[src/hw/rtl/life_grid_with_pen_drawing_assert.svh]
// Assertion macros for the life grid block.
// Every macro samples on clk and is switched off while rst is high.
`ifndef LIFE_GRID_WITH_PEN_DRAWING_ASSERT_SVH
`define LIFE_GRID_WITH_PEN_DRAWING_ASSERT_SVH

// Same-cycle implication.
`define LGPD_ASSERT_SAME(label, ante, cons, msg) \
  label: assert property (@(posedge clk) disable iff (rst) (ante) |-> (cons)) \
    else $error(msg);

// Next-cycle implication.
`define LGPD_ASSERT_NEXT(label, ante, cons, msg) \
  label: assert property (@(posedge clk) disable iff (rst) (ante) |=> (cons)) \
    else $error(msg);

`endif

[src/hw/rtl/lgpd_pkg.sv]
// Shared types, constants and functions for the life grid block.
// No dependencies; used by the controller, the datapath and the top level.
`timescale 1ns / 1ps

package lgpd_pkg;

  localparam int MAX_COLS = 64;
  localparam int MAX_ROWS = 64;
  localparam int ROW_W    = $clog2(MAX_ROWS);
  localparam int COL_W    = $clog2(MAX_COLS);
  localparam int DIM_W    = 7;
  localparam int GEN_W    = 16;
  localparam int KEY_W    = 8;
  localparam int CMD_W    = 2;

  typedef logic [MAX_COLS-1:0] row_t;

  // Command codes
  localparam logic [CMD_W-1:0] CMD_KEY   = 2'd0;
  localparam logic [CMD_W-1:0] CMD_GEN   = 2'd1;
  localparam logic [CMD_W-1:0] CMD_READ  = 2'd2;
  localparam logic [CMD_W-1:0] CMD_CLEAR = 2'd3;

  // Key bytes (ASCII)
  localparam logic [KEY_W-1:0] KEY_UP    = 8'h77;
  localparam logic [KEY_W-1:0] KEY_DOWN  = 8'h73;
  localparam logic [KEY_W-1:0] KEY_LEFT  = 8'h61;
  localparam logic [KEY_W-1:0] KEY_RIGHT = 8'h64;
  localparam logic [KEY_W-1:0] KEY_PEN   = 8'h78;

  // Configuration register indexes
  localparam logic REG_WIDTH  = 1'b0;
  localparam logic REG_HEIGHT = 1'b1;

  localparam logic [DIM_W-1:0] DIM_RESET = 7'd64;

  // Controller to datapath commands
  typedef struct packed {
    logic capture;
    logic pen_step;
    logic draw_rd;
    logic draw_wr;
    logic row_rd;
    logic row_cap;
    logic gen_prime0;
    logic gen_prime1;
    logic gen_sweep;
    logic gen_end;
    logic clear;
    logic out_load;
  } dp_cmd_t;

  // Datapath to controller status
  typedef struct packed {
    logic draw;
    logic gens_zero;
    logic gens_one;
    logic last_row;
    logic changed;
  } dp_status_t;

  // Clamp a configured dimension to 1..lim
  function automatic logic [DIM_W-1:0] clamp_dim(input logic [DIM_W-1:0] d,
                                                 input logic [DIM_W-1:0] lim);
    logic [DIM_W-1:0] r;
    r = d;
    if (d == '0) r = DIM_W'(1);
    else if (d > lim) r = lim;
    return r;
  endfunction

  // One B3/S23 row update; inputs already masked to the columns in use
  function automatic row_t life_row(input row_t up, input row_t cur,
                                    input row_t down, input row_t m);
    row_t a, b, c, d, e, f, g, h, nxt;
    a = (up << 1) & m;
    b = up;
    c = up >> 1;
    d = (cur << 1) & m;
    e = cur >> 1;
    f = (down << 1) & m;
    g = down;
    h = down >> 1;
    for (int k = 0; k < MAX_COLS; k++) begin
      logic [3:0] n;
      n = 4'(a[k]) + 4'(b[k]) + 4'(c[k]) + 4'(d[k]) +
          4'(e[k]) + 4'(f[k]) + 4'(g[k]) + 4'(h[k]);
      nxt[k] = (n == 4'd3) || ((n == 4'd2) && cur[k]);
    end
    return nxt & m;
  endfunction

endpackage

[src/hw/rtl/lgpd_ctrl.sv]
// Controller state machine for the life grid block.
// Depends on lgpd_pkg and life_grid_with_pen_drawing_assert.svh.
`timescale 1ns / 1ps
`include "life_grid_with_pen_drawing_assert.svh"

module lgpd_ctrl (
  input  logic                       clk,
  input  logic                       rst,
  input  logic                       cmd_valid,
  output logic                       cmd_stall,
  input  logic [lgpd_pkg::CMD_W-1:0] cmd,
  output logic                       res_valid,
  input  logic                       res_stall,
  output lgpd_pkg::dp_cmd_t          ctl,
  input  lgpd_pkg::dp_status_t       st
);

  localparam logic [3:0] S_IDLE    = 4'd0;
  localparam logic [3:0] S_KEY     = 4'd1;
  localparam logic [3:0] S_DRAW_RD = 4'd2;
  localparam logic [3:0] S_DRAW_WR = 4'd3;
  localparam logic [3:0] S_ROW_RD  = 4'd4;
  localparam logic [3:0] S_ROW_CAP = 4'd5;
  localparam logic [3:0] S_GEN_CHK = 4'd6;
  localparam logic [3:0] S_PRIME0  = 4'd7;
  localparam logic [3:0] S_PRIME1  = 4'd8;
  localparam logic [3:0] S_SWEEP   = 4'd9;
  localparam logic [3:0] S_GEN_END = 4'd10;
  localparam logic [3:0] S_CLEAR   = 4'd11;
  localparam logic [3:0] S_DONE    = 4'd12;

  logic [3:0] state;
  logic [3:0] state_next;
  logic       res_valid_next;
  logic       accept;
  logic       out_free;

  assign cmd_stall = (state != S_IDLE);
  assign accept    = cmd_valid && !cmd_stall;
  assign out_free  = !res_valid || !res_stall;

  // Next state and datapath commands
  always_comb begin
    state_next = state;
    ctl        = '0;
    case (state)
      S_IDLE: begin
        ctl.capture = accept;
        if (accept) begin
          case (cmd)
            lgpd_pkg::CMD_KEY:  state_next = S_KEY;
            lgpd_pkg::CMD_GEN:  state_next = S_GEN_CHK;
            lgpd_pkg::CMD_READ: state_next = S_ROW_RD;
            default:            state_next = S_CLEAR;
          endcase
        end
      end
      S_KEY: begin
        ctl.pen_step = 1'b1;
        state_next   = st.draw ? S_DRAW_RD : S_DONE;
      end
      S_DRAW_RD: begin
        ctl.draw_rd = 1'b1;
        state_next  = S_DRAW_WR;
      end
      S_DRAW_WR: begin
        ctl.draw_wr = 1'b1;
        state_next  = S_DONE;
      end
      S_ROW_RD: begin
        ctl.row_rd = 1'b1;
        state_next = S_ROW_CAP;
      end
      S_ROW_CAP: begin
        ctl.row_cap = 1'b1;
        state_next  = S_DONE;
      end
      S_GEN_CHK: begin
        state_next = st.gens_zero ? S_DONE : S_PRIME0;
      end
      S_PRIME0: begin
        ctl.gen_prime0 = 1'b1;
        state_next     = S_PRIME1;
      end
      S_PRIME1: begin
        ctl.gen_prime1 = 1'b1;
        state_next     = S_SWEEP;
      end
      S_SWEEP: begin
        ctl.gen_sweep = 1'b1;
        if (st.last_row) state_next = S_GEN_END;
      end
      S_GEN_END: begin
        // stop on the last generation or once the grid has settled
        ctl.gen_end = 1'b1;
        state_next  = (st.gens_one || !st.changed) ? S_DONE : S_PRIME0;
      end
      S_CLEAR: begin
        ctl.clear  = 1'b1;
        state_next = S_DONE;
      end
      S_DONE: begin
        ctl.out_load = out_free;
        if (out_free) state_next = S_IDLE;
      end
      default: begin
        state_next = S_IDLE;
      end
    endcase
  end

  // Output valid: set on load, drop when the transaction completes
  always_comb begin
    res_valid_next = res_valid;
    if (ctl.out_load) res_valid_next = 1'b1;
    else if (!res_stall) res_valid_next = 1'b0;
  end

  always_ff @(posedge clk) begin
    if (rst) begin
      state     <= S_IDLE;
      res_valid <= 1'b0;
    end else begin
      state     <= state_next;
      res_valid <= res_valid_next;
    end
  end

  `LGPD_ASSERT_NEXT(a_done_posts, (state == S_DONE) && !res_valid, res_valid && (state == S_IDLE), "finished result was not posted")
  `LGPD_ASSERT_SAME(a_sweep_has_gens, state == S_SWEEP, !st.gens_zero, "sweeping with no generations left")

endmodule

[config.mk]
export PLATFORM = sky130hd
export DESIGN_NAME = lgpd_ctrl
export DESIGN_NICKNAME = d
export VERILOG_FILES = /design/src/hw/rtl/lgpd_pkg.sv /design/src/hw/rtl/lgpd_ctrl.sv
export VERILOG_INCLUDE_DIRS = /design/src /design/src/hw/rtl
export SDC_FILE = /design/constraint.sdc
export NUM_CORES = 1
export LEC_CHECK = 0
export ABC_AREA = 1
export BUFFER_PORTS_ARGS = -buffer_cell sky130_fd_sc_hd__buf_2
export CAP_MARGIN = 10
export CORE_AREA = 2 2 39 41
export CTS_CLUSTER_SIZE = 8
export DETAILED_ROUTE_END_ITERATION = 6
export DIE_AREA = 0 0 41 43
export PLACE_DENSITY = 0.72
export SETUP_SLACK_MARGIN = 0.3
export SYNTH_ARGS = -nofsm -noshare
export SYNTH_HDL_FRONTEND = slang
export SYNTH_SLANG_ARGS = --single-unit
[constraint.sdc]
create_clock -name clk -period 2.2 [get_ports clk]
set_input_delay 0.11 -clock clk [delete_from_list [all_inputs] [get_ports clk]]
set_output_delay 0.11 -clock clk [all_outputs]
set_load 0.03 [all_outputs]
After elaboration in Yosys (flattened, before gate mapping)
Index checks and enable logic that the tools add are counted.
Word-level totals
  memory bits (writable): 0
  input port bits: 11
  memories: 0
  logic and storage cells: 54
  output and inout port bits: 14
  bits in latches: 0
  ROM bits: 0
  flip-flop bits (word level): 5
Operators by class
  equal/unequal tests: 18
  reductions and logical operators: 12
  div/mod/pow operators: 0
  muxes and demuxes: 22
  $add $sub $neg: 0
  bitwise gates (word level): 0
  multiply operators: 0
  shifts and indexed selects: 0
  magnitude comparators: 0
Operators by type and width (count)
  $pmux W4 S11: 1
  $mux W4: 6
  $eq A4 B4 Y1 const B: 5
  $eq A4 B3 Y1 const B: 4
  $mux W1: 14
  $pmux W4 S3: 1
  $eq A4 B2 Y1 const B: 2
  $ne A2 B2 Y1 const B: 3
  $eq A4 B1 Y1 const B: 1
  $logic_not A1 Y1: 4
  $logic_not A4 Y1: 1
  $reduce_bool A4 Y1: 1
  $reduce_and A3 Y1: 1
  $reduce_or A3 Y1: 1
  $eq A2 B1 Y1 const B: 1
  $eq A2 B2 Y1 const B: 1
  $logic_not A2 Y1: 1
  $logic_or A1 B1 Y1: 2
  $ne A2 B1 Y1 const B: 1
  $logic_and A1 B1 Y1: 1

Depth between registers and ports, before layout
  depth after elaboration: 5
  depth in mapped cells: 8

Worst setup path before layout
OpenSTA, ideal clock, no wires.
  path kind: flip-flop to flip-flop
  start: reg state[1]
  end: reg state[3]
  path buffers: 0
  stages on the path, launching flop included: 7
  slack: 0.592 ns
  arrival: 1.538 ns
  cells stage by stage: dfxtp_1 -> nand2_1 -> nor3_1 -> nor2_1 -> nand2_1 -> nand2_1 -> a21oi_1
Between the ends
  cells in the longest elaborated chain, start to end: 5
  elaborated cells on any way between the ends: 22
  classes of those cells: eq/ne: 15; mux: 1; reduce/logical: 6
Ends and longest elaborated chain
  start, declared: line lgpd_ctrl.sv:32  | logic [3:0] state;
  start signal, assigned: line lgpd_ctrl.sv:124  | state <= state_next;
  parallel branches: the longest is 5 deep, another holds $pmux W4 S11
Several ways; the timed one is not identified.
A chain may end at the register's enable or synchronous reset.

==> flow_results.org <==
** Floorplanning
- Pin placement for this block handled 25 I/O pins.
- Die Footprint :: 0.00176 mm²
- Horizontal die dimension :: 41 µm
- Floorplan die height :: 43 µm
- Starting Density :: 0.372
- Area of the placeable core :: 0.00138 mm²
- Num rows :: 14

** Setup path
- Worst-path fanout max :: 6
- The worst register-to-register path has a setup slack of 0.90 ns.
- Terminus of the critical flop-to-flop path :: state[3]$_SDFFE_PP0P_
- Reg2reg path depth :: 8
- Type of origin of the critical path :: flip-flop
- Kind of end point of the critical path :: primary output
- Worst path required time :: 2.09 ns
- The critical path is of the flip-flop to primary output type.
- The startpoint identified for the worst register-to-register timing path is state[0]$_SDFFE_PP0P_.
- STA puts the critical path data arrival time at 1.35 ns.

** Drt
- The first routing iteration left 11 violations.
- DRC viols :: 0
- Once detail routing completed, the nets flagged for antenna violations numbered 0.
- Detailed-route via count :: 637
- For this run, the detailed router's first-pass iteration total came to 4.
- Dividing the detail-routed via count by the number of cells gives 4.62.
- Dividing the detail-routed wire length by the instance count gives 9.05 µm.
- Wirelength, routed :: 1250 µm

** Logic synthesis
- Ranked by total cell area, the synthesized netlist is headed by dfxtp_1 19%, nand2_1 15%, inv_1 13%, nand3_1 13%, nor2_1 12%.
- EDFF count, synth :: 0
- Synthesis produced a netlist whose cell count is 95.
- Most instantiated library cell after synthesis :: nand2_1
- The synthesized design contains 5 register bits.
- The share of the Yosys chip area taken by registers is 0.195.
- Ranked by instance count, the synthesized netlist is headed by 20 x nand2_1, 18 x inv_1, 17 x nor2_1.
- Number of different library cells in the post-synthesis netlist :: 16
- Of all flip-flops after synthesis, the portion carrying an async set or reset was 0.
- Synth Flop Type :: dfxtp_1
- When the netlist entered floorplanning its net count stood at 108.
- Yosys Warn Count :: 0
- Cell accounting for the most synthesized area :: dfxtp_1
- Summing every instance area after synthesis gives 514 µm².
- Synth Area per Inst :: 5.41 µm²
- Of the post-synthesis cell area, the dominant cell type holds 0.195.

** Power and ir drop
- Of the total power, registers draw 0.195.
- Switching power of the nets :: 495 µW
- Static leakage :: 0.449 nW
- Power share of the clock group :: 0.126
- Cell Int Power :: 367 µW
- Portion of total power attributed to combinational logic :: 0.678
- Of the total power, the share spent switching nets is 0.574.
- Worst IR Drop VDD :: 0.000532 V
- Dividing total power by cell area gives a power density of 1280 mW/mm².

** STA
- Peak Freq :: 685 MHz
- TNS Setup :: 0 ns
- Transition at the pin with the smallest max-transition slack :: 0.309 ns
- Final hold viol count :: 0
- Of the available clock period, the critical path in the final layout requires 0.663.
- RSZ-0062 raised after global routing :: no
- Max-slew headroom :: 0.793
- Min Clock Period, post-route :: 1.46 ns
- Setup violations remaining at the end of the flow were counted as 0.
- Pins over their slew limit :: 0
- Worst clock skew :: 0.00819 ns

** Run status
- Result of the run :: complete, no violations

** Clock network
- CTS placed an instance of clkbuf_4 at the clock tree root.
- Number of sinks handled by clock tree synthesis :: 5
- Post-CTS timing repair inserted 0 buffers for setup.
- Clock latency at the later pin of the worst-skew pair :: 0.25 ns
- Max Buffers Root-to-Sink :: 2
- TritonCTS built the clock tree.
- Buffers inserted during clock tree synthesis total 3.
- CTS H-Tree Depth :: 1
- Clock transition at path regs :: 0.05 ns
- Number of hold buffers added after CTS :: 0
- After clock tree synthesis, the repair step resized 0 gates.

** Cells and area
- After filler insertion, the fill cell instance count of the layout stands at 159.
- N_diodes :: 0
- Once layout is complete, the utilization of the core stands at 0.487.
- Seq. cell area :: 100 µm²
- Multi-input gate area :: 335 µm²
- The net count of the finished layout is 136.
- Fraction of layout instances using a drive strength above 1 :: 0.303
- Signed area change from the synthesized netlist to the final layout :: 31.1%

** Global route
- Global-route wire length before repair :: 2060 µm
- Number of global-route vias before repair :: 536
- Largest net degree at the start of global routing :: 8
- For this run the aggregate overflow at the end of global routing stands at 0.
- The number of antenna violations at the first check in global routing came to 0.
- In the global route stage, overall resource usage came out at 0.171.

** Hold path
- Min-Delay Path Depth :: 2
- Path type of the worst min-delay path :: input port to flip-flop
- The path with the worst hold slack has its endpoint at state[2]$_SDFFE_PP0P_.
- The worst hold path begins at rst.

** Flow run
- Across the run, the number of max-cap violations was 0.

** Place
- The HPWL after detailed placement is 1060 µm.
- During placement, the flow inserted port buffers numbering 24.
- At the end of routability-driven placement, the weighted congestion stood at 0.802.
[power groups by stage]
| stage | Combinational (mW) | Clock, mW | Sequential, mW |
|---|---|---|---|
| 5_1_grt | 0.645 | 0.121 | 0.175 |
| 6_report | 0.585 | 0.109 | 0.168 |
| 4_1_cts | 0.586 | 0.113 | 0.167 |
| 2_1_floorplan | 0.455 | 0 | 0.162 |
| 3_5_place_dp | 0.584 | 0 | 0.169 |
| 3_3_place_gp | 0.586 | 0 | 0.169 |
[worst max-delay path: stages, from the launching register on]
cell and delay (ns):
dfxtp_1 0.44, inv_1 0.11, nor2_1 0.19, nand2_1 0.12, inv_1 0.06, buf_2 0.18
[metrics by stage]
| stage | hold slack [ns] | cells | setup WS, ns | power, mW | instance area [µm²] |
|---|---|---|---|---|---|
| after detailed placement | 0.337 | 134 | 0.930 | 0.753 | 647 |
| after global routing | 0.0809 | 138 | 0.592 | 0.941 | 674 |
| after global placement | 0.340 | 134 | 0.917 | 0.755 | 647 |
| after floorplan | 0.179 | 95 | 0.592 | 0.617 | 514 |
| final | 0.0789 | 138 | 0.740 | 0.862 | 674 |
| after CTS | 0.0696 | 138 | 0.745 | 0.866 | 674 |
[area by class of cell]
class / count / area share
multi-input combinational: 70 / 0.497
timing repair buffer: 24 / 0.178
clock inverter: 1 / 0.00742
clock buffer: 3 / 0.0334
tap: 16 / 0.0297
inverter: 19 / 0.106
sequential: 5 / 0.148
[cells by family (layout without fill, tap and decap cells)]
family / count (synthesis) / after routing / synth area share
fa+ha+maj: 2 / 2 / 0.0487
simple gates: 60 / 60 / 0.518
flops: 5 / 5 / 0.195
buf+inv: 20 / 47 / 0.153
compound gates: 8 / 8 / 0.0852
[worst max-delay path by stage]
stage	startpoint	endpoint	cells after the start
after CTS	state[0]$_SDFFE_PP0P_	ctl[6]	5
after detailed placement	state[0]$_SDFFE_PP0P_	state[3]$_SDFFE_PP0P_	8
after global routing	state[0]$_SDFFE_PP0P_	ctl[6]	5
after floorplan	state[1]$_SDFFE_PP0P_	state[3]$_SDFFE_PP0P_	6
after global placement	state[0]$_SDFFE_PP0P_	state[3]$_SDFFE_PP0P_	8
final	state[0]$_SDFFE_PP0P_	ctl[6]	5
[cells in the final DEF (no fill, tap or decap), types with 2 or more instances in the layout]
cell type  count
a21oi_1        5
buf_2         24
clkbuf_4       3
dfxtp_1        5
ha_1           2
inv_1         18
nand2_1       20
nand2_2        3
nand3_1       13
nor2_1        17
nor2_2         5
[per-layer routing]
layer,GRT usage,part of all wire,vias to the layer above
met1,0.226,0.46,268
met2,0.256,0.46,19
li1,-,-,348
met5,0,0,-
met4,0.0600,0.014,0
met3,0.0471,0.060,2
[state kept, by name, summed over array words and instances (netlist names)]
| signal | count |
|---|---|
| res_valid | 1 |
| state | 4 |
Power figures use the tool's default switching activity.
